===== src/sv/dad_pkg.sv =====
package dad_pkg;

    localparam int MAX_YEAR_DEF = 9999;
    localparam int IN_YEAR_W    = 14;
    localparam int LEAP_CYCLE   = 400;
    localparam int REDUCE_STEPS = 6;
    localparam int STEP_W       = $clog2(REDUCE_STEPS);
    localparam int DAY_SUM_W    = 18;

    localparam logic [3:0] MON_JAN = 4'd1;
    localparam logic [3:0] MON_FEB = 4'd2;
    localparam logic [3:0] MON_DEC = 4'd12;

    localparam logic [4:0] MONTH_LEN [0:12] = '{
        5'd0, 5'd31, 5'd28, 5'd31, 5'd30, 5'd31, 5'd30,
        5'd31, 5'd31, 5'd30, 5'd31, 5'd30, 5'd31
    };

    typedef struct packed {
        logic              load;
        logic              reduce;
        logic [STEP_W-1:0] step;
        logic              check;
        logic              walk;
        logic              emit;
    } cmd_t;

    typedef struct packed {
        logic start_ok;
        logic walk_done;
        logic walk_fail;
    } stat_t;

    // rem is the year modulo 400
    function automatic logic is_leap(input logic [8:0] rem);
        logic century;
        century = (rem == 9'd100) || (rem == 9'd200) || (rem == 9'd300);
        return (rem[1:0] == 2'b00) && !century;
    endfunction

    function automatic logic [4:0] days_in_month(input logic [3:0] mon, input logic leap);
        logic [4:0] len;
        if (mon == 4'd0 || mon > MON_DEC)
            len = 5'd31;
        else if (leap && mon == MON_FEB)
            len = 5'd29;
        else
            len = MONTH_LEN[mon];
        return len;
    endfunction

endpackage


===== src/sv/date_add_days.sv =====
// Gregorian date plus a signed day offset.
// Input stream s_axis: one transfer carries a start date and an offset.
// Output stream m_axis: one transfer per input with the shifted date; tuser
// is high when the result is valid, low when the start date was invalid or
// the result year left 0..MAX_YEAR (the start date is then echoed).
// Per item the block accepts the transfer, reduces the year modulo 400 by
// shift-subtract, checks the start date, then crosses one month boundary per
// cycle until the day fits in its month or the year leaves the range, and
// loads the output register. The month walk through the current and previous
// month-length lookups sets the rate; one item is in work at a time.
// The output register holds a finished result while the next item is
// accepted and walked; if m_axis_tready stays low, the block waits with
// its next result until the register drains and s_axis_tready stays low.
// Reset clears the controller and the output valid; nothing else needs it.
module date_add_days
    import dad_pkg::*;
#(
    parameter int MAX_YEAR = MAX_YEAR_DEF
)
(
    input  logic        clk,
    input  logic        rst_n,
    input  logic        s_axis_tvalid,
    output logic        s_axis_tready,
    // start_year[13:0], start_month[17:14], start_day[22:18], offset_days[39:23]
    input  logic [39:0] s_axis_tdata,
    output logic        m_axis_tvalid,
    input  logic        m_axis_tready,
    // result_year[13:0], result_month[17:14], result_day[22:18], zero pad[23]
    output logic [23:0] m_axis_tdata,
    // date_ok[0]
    output logic        m_axis_tuser
);

    cmd_t  cmd;
    stat_t stat;

    logic [IN_YEAR_W-1:0] result_year;
    logic [3:0]           result_month;
    logic [4:0]           result_day;

    dad_ctrl u_ctrl (
        .clk       (clk),
        .rst_n     (rst_n),
        .in_valid  (s_axis_tvalid),
        .in_ready  (s_axis_tready),
        .out_valid (m_axis_tvalid),
        .out_ready (m_axis_tready),
        .stat      (stat),
        .cmd       (cmd)
    );

    dad_dp #(
        .MAX_YEAR (MAX_YEAR)
    ) u_dp (
        .clk          (clk),
        .cmd          (cmd),
        .stat         (stat),
        .start_year   (s_axis_tdata[13:0]),
        .start_month  (s_axis_tdata[17:14]),
        .start_day    (s_axis_tdata[22:18]),
        .offset_days  ($signed(s_axis_tdata[39:23])),
        .result_year  (result_year),
        .result_month (result_month),
        .result_day   (result_day),
        .date_ok      (m_axis_tuser)
    );

    assign m_axis_tdata = {1'b0, result_day, result_month, result_year};

endmodule


===== src/sv/dad_ctrl.sv =====
module dad_ctrl
    import dad_pkg::*;
(
    input  logic  clk,
    input  logic  rst_n,
    input  logic  in_valid,
    output logic  in_ready,
    output logic  out_valid,
    input  logic  out_ready,
    input  stat_t stat,
    output cmd_t  cmd
);

    localparam logic [2:0] ST_IDLE   = 3'd0;
    localparam logic [2:0] ST_REDUCE = 3'd1;
    localparam logic [2:0] ST_CHECK  = 3'd2;
    localparam logic [2:0] ST_WALK   = 3'd3;
    localparam logic [2:0] ST_EMIT   = 3'd4;

    logic [2:0]        state_reg, state_next;
    logic [STEP_W-1:0] cnt_reg, cnt_next;
    logic              out_valid_reg, out_valid_next;

    always_comb
    begin
        state_next = state_reg;
        cnt_next   = cnt_reg;
        cmd        = '0;
        cmd.step   = cnt_reg;
        in_ready   = 1'b0;
        unique case (state_reg)
            ST_IDLE:
            begin
                in_ready = 1'b1;
                if (in_valid)
                begin
                    cmd.load   = 1'b1;
                    cnt_next   = STEP_W'(REDUCE_STEPS - 1);
                    state_next = ST_REDUCE;
                end
            end
            ST_REDUCE:
            begin
                cmd.reduce = 1'b1;
                if (cnt_reg == '0)
                    state_next = ST_CHECK;
                else
                    cnt_next = cnt_reg - 1'b1;
            end
            ST_CHECK:
            begin
                cmd.check  = 1'b1;
                state_next = stat.start_ok ? ST_WALK : ST_EMIT;
            end
            ST_WALK:
            begin
                cmd.walk = 1'b1;
                if (stat.walk_done || stat.walk_fail)
                    state_next = ST_EMIT;
            end
            ST_EMIT:
            begin
                // output register frees up either empty or drained this cycle
                if (!out_valid_reg || out_ready)
                begin
                    cmd.emit   = 1'b1;
                    state_next = ST_IDLE;
                end
            end
            default:
                state_next = ST_IDLE;
        endcase
    end

    always_comb
    begin
        priority if (cmd.emit)
            out_valid_next = 1'b1;
        else if (out_ready)
            out_valid_next = 1'b0;
        else
            out_valid_next = out_valid_reg;
    end

    always_ff @(posedge clk or negedge rst_n)
    begin
        if (!rst_n)
        begin
            state_reg     <= ST_IDLE;
            cnt_reg       <= '0;
            out_valid_reg <= 1'b0;
        end
        else
        begin
            state_reg     <= state_next;
            cnt_reg       <= cnt_next;
            out_valid_reg <= out_valid_next;
        end
    end

    assign out_valid = out_valid_reg;

endmodule


===== src/sv/dad_dp.sv =====
module dad_dp
    import dad_pkg::*;
#(
    parameter int MAX_YEAR = MAX_YEAR_DEF
)
(
    input  logic                  clk,
    input  cmd_t                  cmd,
    output stat_t                 stat,
    input  logic [IN_YEAR_W-1:0]  start_year,
    input  logic [3:0]            start_month,
    input  logic [4:0]            start_day,
    input  logic signed [16:0]    offset_days,
    output logic [IN_YEAR_W-1:0]  result_year,
    output logic [3:0]            result_month,
    output logic [4:0]            result_day,
    output logic                  date_ok
);

    localparam int YEAR_W = ($clog2(MAX_YEAR + 1) > IN_YEAR_W) ?
                            $clog2(MAX_YEAR + 1) : IN_YEAR_W;
    localparam logic [YEAR_W-1:0]    YEAR_LIMIT = YEAR_W'(MAX_YEAR);
    localparam logic [IN_YEAR_W-1:0] REM_TOP    = IN_YEAR_W'(LEAP_CYCLE - 1);

    logic [IN_YEAR_W-1:0]        sy_reg;
    logic [3:0]                  sm_reg;
    logic [4:0]                  sd_reg;
    logic [YEAR_W-1:0]           y_reg;
    logic [3:0]                  m_reg;
    logic signed [DAY_SUM_W-1:0] d_reg;
    logic [IN_YEAR_W-1:0]        rem_reg;
    logic                        ok_reg;

    logic [IN_YEAR_W-1:0]        res_year_reg;
    logic [3:0]                  res_month_reg;
    logic [4:0]                  res_day_reg;
    logic                        res_ok_reg;

    logic [IN_YEAR_W-1:0]        chunk;
    logic [4:0]                  dim_cur, dim_prev;
    logic                        fwd, bwd, wrap_fwd, wrap_bwd;
    logic [3:0]                  m_fwd, m_bwd;
    logic [IN_YEAR_W-1:0]        rem_fwd, rem_bwd;
    logic [3:0]                  m_bwd_sel;
    logic [IN_YEAR_W-1:0]        rem_bwd_sel;
    logic signed [DAY_SUM_W-1:0] d_start;

    assign d_start = $signed({{(DAY_SUM_W-5){1'b0}}, start_day})
                   + DAY_SUM_W'(offset_days);

    assign chunk = IN_YEAR_W'(LEAP_CYCLE) << cmd.step;

    assign dim_cur  = days_in_month(m_reg, is_leap(rem_reg[8:0]));
    assign wrap_fwd = (m_reg == MON_DEC);
    assign wrap_bwd = (m_reg == MON_JAN);
    assign m_fwd    = wrap_fwd ? MON_JAN : m_reg + 4'd1;
    assign m_bwd    = wrap_bwd ? MON_DEC : m_reg - 4'd1;
    assign rem_fwd  = (rem_reg == REM_TOP) ? '0 : rem_reg + 1'b1;
    assign rem_bwd  = (rem_reg == '0) ? REM_TOP : rem_reg - 1'b1;

    assign m_bwd_sel   = m_bwd;
    assign rem_bwd_sel = wrap_bwd ? rem_bwd : rem_reg;
    assign dim_prev    = days_in_month(m_bwd_sel, is_leap(rem_bwd_sel[8:0]));

    assign fwd = d_reg > $signed({{(DAY_SUM_W-5){1'b0}}, dim_cur});
    assign bwd = d_reg[DAY_SUM_W-1] || (d_reg == '0);

    always_comb
    begin
        stat.start_ok  = (YEAR_W'(sy_reg) <= YEAR_LIMIT) &&
                         (m_reg >= MON_JAN) && (m_reg <= MON_DEC) &&
                         (sd_reg != 5'd0) && (sd_reg <= dim_cur);
        stat.walk_done = !fwd && !bwd;
        stat.walk_fail = (fwd && wrap_fwd && (y_reg == YEAR_LIMIT)) ||
                         (bwd && wrap_bwd && (y_reg == '0));
    end

    always_ff @(posedge clk)
    begin
        if (cmd.load)
        begin
            sy_reg  <= start_year;
            sm_reg  <= start_month;
            sd_reg  <= start_day;
            y_reg   <= YEAR_W'(start_year);
            m_reg   <= start_month;
            d_reg   <= d_start;
            rem_reg <= start_year;
        end
        if (cmd.reduce && rem_reg >= chunk)
            rem_reg <= rem_reg - chunk;
        if (cmd.check)
            ok_reg <= stat.start_ok;
        if (cmd.walk)
        begin
            if (stat.walk_fail)
                ok_reg <= 1'b0;
            else if (fwd)
            begin
                d_reg <= d_reg - $signed({{(DAY_SUM_W-5){1'b0}}, dim_cur});
                m_reg <= m_fwd;
                if (wrap_fwd)
                begin
                    y_reg   <= y_reg + 1'b1;
                    rem_reg <= rem_fwd;
                end
            end
            else if (bwd)
            begin
                d_reg   <= d_reg + $signed({{(DAY_SUM_W-5){1'b0}}, dim_prev});
                m_reg   <= m_bwd_sel;
                rem_reg <= rem_bwd_sel;
                if (wrap_bwd)
                    y_reg <= y_reg - 1'b1;
            end
        end
        if (cmd.emit)
        begin
            res_ok_reg <= ok_reg;
            if (ok_reg)
            begin
                res_year_reg  <= y_reg[IN_YEAR_W-1:0];
                res_month_reg <= m_reg;
                res_day_reg   <= d_reg[4:0];
            end
            else
            begin
                res_year_reg  <= sy_reg;
                res_month_reg <= sm_reg;
                res_day_reg   <= sd_reg;
            end
        end
    end

    assign result_year  = res_year_reg;
    assign result_month = res_month_reg;
    assign result_day   = res_day_reg;
    assign date_ok      = res_ok_reg;

endmodule


===== config.mk =====
export PLATFORM = sky130hd
export DESIGN_NAME = date_add_days
export DESIGN_NICKNAME = d
export VERILOG_FILES = /design/src/sv/dad_pkg.sv /design/src/sv/date_add_days.sv /design/src/sv/dad_ctrl.sv /design/src/sv/dad_dp.sv
export SDC_FILE = /design/constraint.sdc
export NUM_CORES = 1
export LEC_CHECK = 0
export BUFFER_PORTS_ARGS = -buffer_cell sky130_fd_sc_hd__buf_2
export CORE_MARGIN = 2
export CORE_UTILIZATION = 56
export DETAILED_ROUTE_END_ITERATION = 8
export PLACE_DENSITY = 0.89
export SKIP_LAST_GASP = 1
export SYNTH_ARGS = -nofsm -noshare
export SYNTH_HDL_FRONTEND = slang
export SYNTH_SLANG_ARGS = --single-unit
export TNS_END_PERCENT = 30

===== constraint.sdc =====
create_clock -name clk -period 4.35 [get_ports clk]
set_clock_uncertainty 0.1 [all_clocks]
set_input_delay 0.87 -clock clk [delete_from_list [all_inputs] [get_ports clk]]
set_output_delay 0.87 -clock clk [all_outputs]
set_load 0.01 [all_outputs]

==> out/results.ini, run 1 <==
[status]
outcome=finished, violations left
failed_checks=negative setup slack

[clock_network]
cts_made_buffers=9
cts_hold_repair.buffers=0
cts.clk_slew.worst_paths_ps=70
clk_path_buf_depth=2
tritoncts=yes
ctsHtreeMaxLevel=3
clock_insertion_delay_worst_skew_ps=370
cts.sink_count=105
root_buffer_cell=sky130_fd_sc_hd__clkbuf_16

[cells_and_area]
reg_area_mm2=0.00267
area_growth_syn_to_layout_pct=16.9
largest_register_ffs=18
final_cells=1285
final_cell_area_mm2=0.00986
most_common_cell_after_layout_fill_and_taps_aside=sky130_fd_sc_hd__nor2_1
fillerInstances=1105
top_library_cells_by_usage_in_the_layout_fill_and_taps_aside=sky130_fd_sc_hd__nor2_1 (87), sky130_fd_sc_hd__buf_4 (81), sky130_fd_sc_hd__nand2_1 (75), sky130_fd_sc_hd__a21oi_1 (70), sky130_fd_sc_hd__buf_2 (69)
antenna-diode-count=0
layout-drive-gt1-share_pct=22.4
multi_input_area_mm2=0.00554
nNetsFinal=1190

[detailed_routing]
postRouteAntennaNets=0
drt-vias-per-instance=6.87
drt_first_iter_violations=1506
routed_wl_per_cell_um=20.1
detailroute.via_count=8824
drc_errors=0
routed_wirelength_mm=25.8
drt_pre_antenna_iters=6

[job]
max-cap-violations=0

[power_and_ir_drop]
maximum_vdd_drop_uv=321
power-per-cell-area_mw_per_mm2=821
leakage_uw=0.00387

[synthesis]
avg_inst_size_synth_um2=8.44
netlist_area_mm2=0.00844
proportion_of_synthesized_flip_flops_having_asynchronous_set_or_reset_pct=6.67
yosysTopAreaCell=sky130_fd_sc_hd__edfxtp_1
synth.top_cell.area_share_pct=18.5
synth.area.top_cells=sky130_fd_sc_hd__edfxtp_1 (19%), sky130_fd_sc_hd__dfxtp_1 (11%), sky130_fd_sc_hd__ha_1 (7.0%), sky130_fd_sc_hd__a21oi_1 (4.2%), sky130_fd_sc_hd__nor2_1 (3.9%)
synthesis.instances=1000
synth_warnings=0
postSynth.topFlopCell=sky130_fd_sc_hd__edfxtp_1
postSynthRegisterBits=105
synth-edff-count=52
synth.lib_cells_used.distinct=86
seq_area_frac_synth_pct=31.5

[timing]
tightest_slew_ps=1330
final.min_clock_period_ps=4380
relSlewSlack_pct=9.31
setup-tns-final_ps=-31.6
finalHoldWorstSlack_ps=243
finalWorstSetupSlack_ps=-26.8
timing.final.max_slew_violations=0
finalHoldViolations=0
grt_setup_unrepaired=yes
finalCritPeriodShare_pct=101
fmax_mhz=228
finalSetupViolCount=2

[grt]
first_global_vias=8119
number_of_antenna_violations_at_the_first_check_in_global_routing=0
globalRoute.totalOverflow=0
grt_first_pass_wirelength_mm=40.9
grt_max_degree=50
global_route.usage.total_pct=31.2

[place]
place_inst=1262
place_ws_ps=48.7
port_buffers=69
globalplace.congestion=1.04
hpwl_mm=18.5
placement_cell_area_mm2=0.00932

[die]
fp.coreArea_mm2=0.0146
row_count=44
die_w_um=127
ioPinCount=71
die-area_mm2=0.0161
initial_utilization_pct=57.6
die_height_um=127

[setup_path]
critical_path_required_ps=4500
endpoint_kind=register
worst-endpoint-arrival_ps=4530
criticalPathCategory=reg -> reg
startpoint_type_of_the_worst_setup_path=register
worst-path-max-fanout=5

[worst_hold_path]
hp-class=in -> async

-- synth_stat cells (4+ instances only) --
master,number
sky130_fd_sc_hd__nor2_1,88
sky130_fd_sc_hd__nand2_1,75
sky130_fd_sc_hd__a21oi_1,71
sky130_fd_sc_hd__o21ai_0,55
sky130_fd_sc_hd__clkbuf_1,53
sky130_fd_sc_hd__edfxtp_1,52
sky130_fd_sc_hd__ha_1,47
sky130_fd_sc_hd__dfxtp_1,46
sky130_fd_sc_hd__nor3_1,37
sky130_fd_sc_hd__inv_1,33
sky130_fd_sc_hd__o22ai_1,31
sky130_fd_sc_hd__nand3_1,30
sky130_fd_sc_hd__xnor2_1,25
sky130_fd_sc_hd__mux2_2,22
sky130_fd_sc_hd__nor4_1,18
sky130_fd_sc_hd__and3_1,17
sky130_fd_sc_hd__and2_1,15
sky130_fd_sc_hd__xor2_1,15
sky130_fd_sc_hd__a221oi_1,13
sky130_fd_sc_hd__o211ai_1,13
sky130_fd_sc_hd__nor2b_1,12
sky130_fd_sc_hd__o21a_1,12
sky130_fd_sc_hd__a21o_1,10
sky130_fd_sc_hd__buf_2,10
sky130_fd_sc_hd__mux2i_1,10
sky130_fd_sc_hd__o221ai_1,10
sky130_fd_sc_hd__o32ai_1,10
sky130_fd_sc_hd__or3_1,9
sky130_fd_sc_hd__a211oi_1,8
sky130_fd_sc_hd__a221o_1,8
sky130_fd_sc_hd__a31oi_1,8
sky130_fd_sc_hd__dfrtp_1,7
sky130_fd_sc_hd__nand4_1,7
sky130_fd_sc_hd__a211o_1,6
sky130_fd_sc_hd__a22o_1,6
sky130_fd_sc_hd__a32o_1,6
sky130_fd_sc_hd__or2_2,6
sky130_fd_sc_hd__or4_1,6
sky130_fd_sc_hd__a21boi_0,5
sky130_fd_sc_hd__a22oi_1,5
sky130_fd_sc_hd__and4_1,4
sky130_fd_sc_hd__o2bb2ai_1,4
sky130_fd_sc_hd__o311ai_0,4
sky130_fd_sc_hd__o31a_1,4
-- cell type report --
type	instances	share of cell area (%)
inverters	33	1.28
clock buffers	10	2.32
well taps	184	2.33
clock inverters	6	0.736
flip-flops and latches	105	27.1
repair buffers	153	10.1
multi-input cells	794	56.2
-- per-layer routing --
layer,part of all wire (%),up-vias,global-route usage [%],wire length (um)
met5,0,-,0,0
met3,11,132,6.07,2810
met2,45,611,49.6,11500
met4,4.5,0,12.3,1150
li1,-,3998,-,-
met1,40,4083,42.1,10300
-- final timing paths --
check / startpoint / to / slack, ps / cells after the start
hold / removal: rst_n / u_ctrl.state_reg[1]$_DFFE_PN0P_ / 240 / 1
hold reg to reg: u_ctrl.cnt_reg[0]$_DFFE_PN0P_ / u_ctrl.cnt_reg[0]$_DFFE_PN0P_ / 430 / 1
max in group asynchronous: rst_n / u_ctrl.state_reg[0]$_DFFE_PN0P_ / 3720 / 1
min in group clk: u_ctrl.cnt_reg[0]$_DFFE_PN0P_ / u_ctrl.cnt_reg[0]$_DFFE_PN0P_ / 430 / 1
setup reg to reg: u_dp.rem_reg[2]$_DFF_P_ / u_dp.d_reg[14]$_DFF_P_ / -30 / 18
setup / recovery: u_dp.rem_reg[2]$_DFF_P_ / u_dp.d_reg[14]$_DFF_P_ / -30 / 18
-- power by group --
part | switching, uW | internal, uW
logic | 2930 | 2250
registers | 585 | 1480
clock network | 397 | 455
-- critical path, stage by stage (launching register included) --
cell	delay [ps]
sky130_fd_sc_hd__dfxtp_1	370
sky130_fd_sc_hd__or4_4	560
sky130_fd_sc_hd__buf_6	160
sky130_fd_sc_hd__nor4_4	340
sky130_fd_sc_hd__buf_4	200
sky130_fd_sc_hd__o21a_1	130
sky130_fd_sc_hd__a221oi_1	90
sky130_fd_sc_hd__nor3_1	270
sky130_fd_sc_hd__o22ai_2	140
sky130_fd_sc_hd__a21o_1	180
sky130_fd_sc_hd__ha_2	190
sky130_fd_sc_hd__inv_2	60
sky130_fd_sc_hd__fa_2	200
sky130_fd_sc_hd__nor2b_2	50
sky130_fd_sc_hd__o31a_1	250
sky130_fd_sc_hd__o21a_1	210
sky130_fd_sc_hd__and3_4	190
sky130_fd_sc_hd__a221o_1	340
sky130_fd_sc_hd__a32o_1	240
-- kinds of logic (layout without fill, tap and decap cells) --
family	Yosys count	count (layout)	share of synthesized area, %
AO/OA/AOI/OAI	317	317	26.0
XOR/XNOR	40	40	4.15
adder cells (fa/ha/maj)	50	50	7.68
buffers and inverters	103	202	5.13
flip-flops	105	105	31.5
multiplexers	32	32	4.12
other	2	4	0.0890
AND/OR/NAND/NOR	351	351	21.3
-- stage by stage --
step | power (uW) | util (%)
2_1_floorplan | 5350 | -
3_3_place_gp | 6640 | 63.6
3_5_place_dp | 6790 | 63.6
4_1_cts | 7680 | 65.7
5_1_grt | 8610 | 67.3
6_report | 8090 | 67.3
-- timing repair --
action                                 in CTS  in global routing
endpoints found under the hold margin       0                  0
setup endpoints to repair                   2                 55
setup buffers                               0                  7
pin swaps                                   0                 12
gates resized for setup                     1                 45
Note: power is estimated with default switching activity, not from simulation.
==> inputs of run 2 (changes only) <==
--- a/config.mk
+++ b/config.mk
@@ -7,9 +7,10 @@
 export LEC_CHECK = 0
 export BUFFER_PORTS_ARGS = -buffer_cell sky130_fd_sc_hd__buf_2
 export CORE_MARGIN = 2
-export CORE_UTILIZATION = 56
+export CORE_UTILIZATION = 57
+export CTS_BUF_LIST = sky130_fd_sc_hd__clkbuf_2
 export DETAILED_ROUTE_END_ITERATION = 8
-export PLACE_DENSITY = 0.89
+export PLACE_DENSITY = 0.91
 export SKIP_LAST_GASP = 1
 export SYNTH_ARGS = -nofsm -noshare
 export SYNTH_HDL_FRONTEND = slang
==> run 2 against run 1 <==
Net effect: the flow now finishes without violations; sequential power down 3%; critical path type unchanged; worst setup slack better by 97 ps; routed wire length down 1.5%.
==> out/results.ini, run 2 (synthesis gave the netlist of run 1 again) <==
[setup_path]
reg2reg_depth=17
criticalPathCategory=reg -> reg
critPathMostFrequentCell=sky130_fd_sc_hd__o21a_1
worst-endpoint-arrival_ps=4810
timing.critical_path.slowest_stage_cell=sky130_fd_sc_hd__or4_4
critical_path_required_ps=4880
startpoint_type_of_the_worst_setup_path=register
path_delay_family=compound AO/OA/AOI/OAI gates
critical_path_buf_inv_count=2
critical_path.reg2reg.endpoint=u_dp.d_reg[14]$_DFF_P_
crit_path_cell_trace=or4_4, nor4_4, buf_4, o21a_1, a221oi_2, nor3_1, o22ai_2, a21o_1, ha_2, inv_1, fa_2, nor2b_2, o31a_1, o21a_1, and3_4, a221o_1, a32o_1
reg2reg_slack_ps=70
reg2reg_from=u_dp.rem_reg[3]$_DFF_P_
endpoint_kind=register
critPathMaxStageDelay_ps=570
worst-path-max-fanout=6

[detailed_routing]
drc_errors=0
postRouteAntennaNets=0
routed_wl_per_cell_um=19.8
drt_pre_antenna_iters=6
routed_wirelength_mm=25.4
detailroute.via_count=8726
drt_first_iter_violations=1109
drt-vias-per-instance=6.81

[worst_hold_path]
worst_hold_startpoint=s_axis_tdata[22]
hp-class=in -> reg
hold_path_depth=1
whs_endpoint=u_dp.sd_reg[4]$_DFFE_PP_

[cells_and_area]
most_common_cell_after_layout_fill_and_taps_aside=sky130_fd_sc_hd__nor2_1
nNetsFinal=1186
largest_register_ffs=18
fillerInstances=1159
layout-drive-gt1-share_pct=22.5
final_cells=1282
area_growth_syn_to_layout_pct=14.9
top_library_cells_by_usage_in_the_layout_fill_and_taps_aside=sky130_fd_sc_hd__nor2_1 (87), sky130_fd_sc_hd__nand2_1 (75), sky130_fd_sc_hd__buf_4 (72), sky130_fd_sc_hd__a21oi_1 (70), sky130_fd_sc_hd__buf_2 (69)
multi_input_area_mm2=0.00556
finish.utilization_pct=67.0
reg_area_mm2=0.00267

[place]
port_buffers=69
hpwl_mm=18.5
place_ws_ps=-40.6
place_inst=1258
globalplace.congestion=0.955

[clock_network]
cts.clk_slew.worst_paths_ps=330
cts.sink_count=105
clock_insertion_delay_worst_skew_ps=690
clk_path_buf_depth=2
cts_made_buffers=9
ctsHtreeMaxLevel=3
root_buffer_cell=sky130_fd_sc_hd__clkbuf_2
tritoncts=yes

[grt]
globalRoute.totalOverflow=0
global_route.usage.total_pct=31.3
first_global_vias=8147
grt_first_pass_wirelength_mm=40.5
grt_max_degree=50
number_of_antenna_violations_at_the_first_check_in_global_routing=1

[die]
die_height_um=126
initial_utilization_pct=58.3
fp.coreArea_mm2=0.0145
die-area_mm2=0.0158
row_count=44
ioPinCount=71
die_w_um=126

[power_and_ir_drop]
maximum_vdd_drop_uv=314
leakage_uw=0.00379
power-per-cell-area_mw_per_mm2=786

[timing]
final.min_clock_period_ps=4280
finalHoldViolations=0
relSlewSlack_pct=8.75
finalWorstSetupSlack_ps=70.7
tightest_slew_ps=1330
grt_setup_unrepaired=yes
fmax_mhz=234
finalCritPeriodShare_pct=98.4
finalSetupViolCount=0
timing.final.max_slew_violations=0

[status]
outcome=finished, final reports clean

[job]
max-cap-violations=0

==> run 2: cell count changes in the layout (fill, tap and decap cells not counted), moves of 3 or more <==
cell | previous run | this run
sky130_fd_sc_hd__buf_4 | 81 | 72
sky130_fd_sc_hd__inv_6 | 4 | 1
sky130_fd_sc_hd__clkbuf_16 | 9 | 0
sky130_fd_sc_hd__buf_12 | 1 | 5
sky130_fd_sc_hd__clkbuf_2 | 0 | 9
==> run 2: stage by stage <==
step	hold WS (ps)	setup TNS, ps	power, uW	instance area [um^2]
2_1_floorplan	306	0	5350	8460
3_3_place_gp	350	0	6630	9340
3_5_place_dp	352	-40.6	6810	9340
4_1_cts	247	0	7280	9460
5_1_grt	213	-624	8170	9690
6_report	255	0	7620	9690
==> run 2: worst max-delay path by stage <==
stage                        endpoint                    start  cells past startpoint
6_report       u_dp.d_reg[14]$_DFF_P_  u_dp.rem_reg[3]$_DFF_P_                     17
3_3_place_gp   u_dp.d_reg[14]$_DFF_P_    u_dp.m_reg[1]$_DFF_P_                     18
2_1_floorplan  u_dp.d_reg[14]$_DFF_P_    u_dp.m_reg[1]$_DFF_P_                     19
5_1_grt        u_dp.d_reg[14]$_DFF_P_  u_dp.rem_reg[3]$_DFF_P_                     17
3_5_place_dp   u_dp.d_reg[14]$_DFF_P_    u_dp.m_reg[1]$_DFF_P_                     18
4_1_cts        u_dp.d_reg[14]$_DFF_P_    u_dp.m_reg[1]$_DFF_P_                     17
==> run 2: cell type report <==
type,instances,area share (%)
antenna,1,0.0258
clock buffer,9,0.465
clock inverter,7,0.555
inverter,33,1.28
multi-input combinational,795,57.4
sequential,105,27.6
tap,184,2.37
timing repair buffer,148,10.4
==> run 2: report_power, final <==
part	leakage (uW)	internal [uW]	total [uW]	switching (uW)
combinational	0.00277	2260	5170	2920
clock	0.0000618	81.8	454	372
sequential	0.000956	1480	2000	519
total	0.00379	3820	7620	3810
==> run 2: per-layer routing <==
layer	global-route usage, %	up-vias	routed length, um	share of wire [%]
li1	-	3984	-	-
met1	42.7	4088	10500	41
met2	48.4	563	11500	45
met3	5.52	91	2520	9.9
met4	15.2	0	894	3.5
met5	0	-	0	0
==> run 2: repair_timing <==
action                                  in CTS  in global routing
endpoints found under the hold margin        7                  0
endpoints found under the setup margin       2                 51
cloned                                       0                  1
gates resized for setup                      2                 46
hold buffers                                 1                  0
setup buffers                                0                  5
pin swaps                                    1                 11
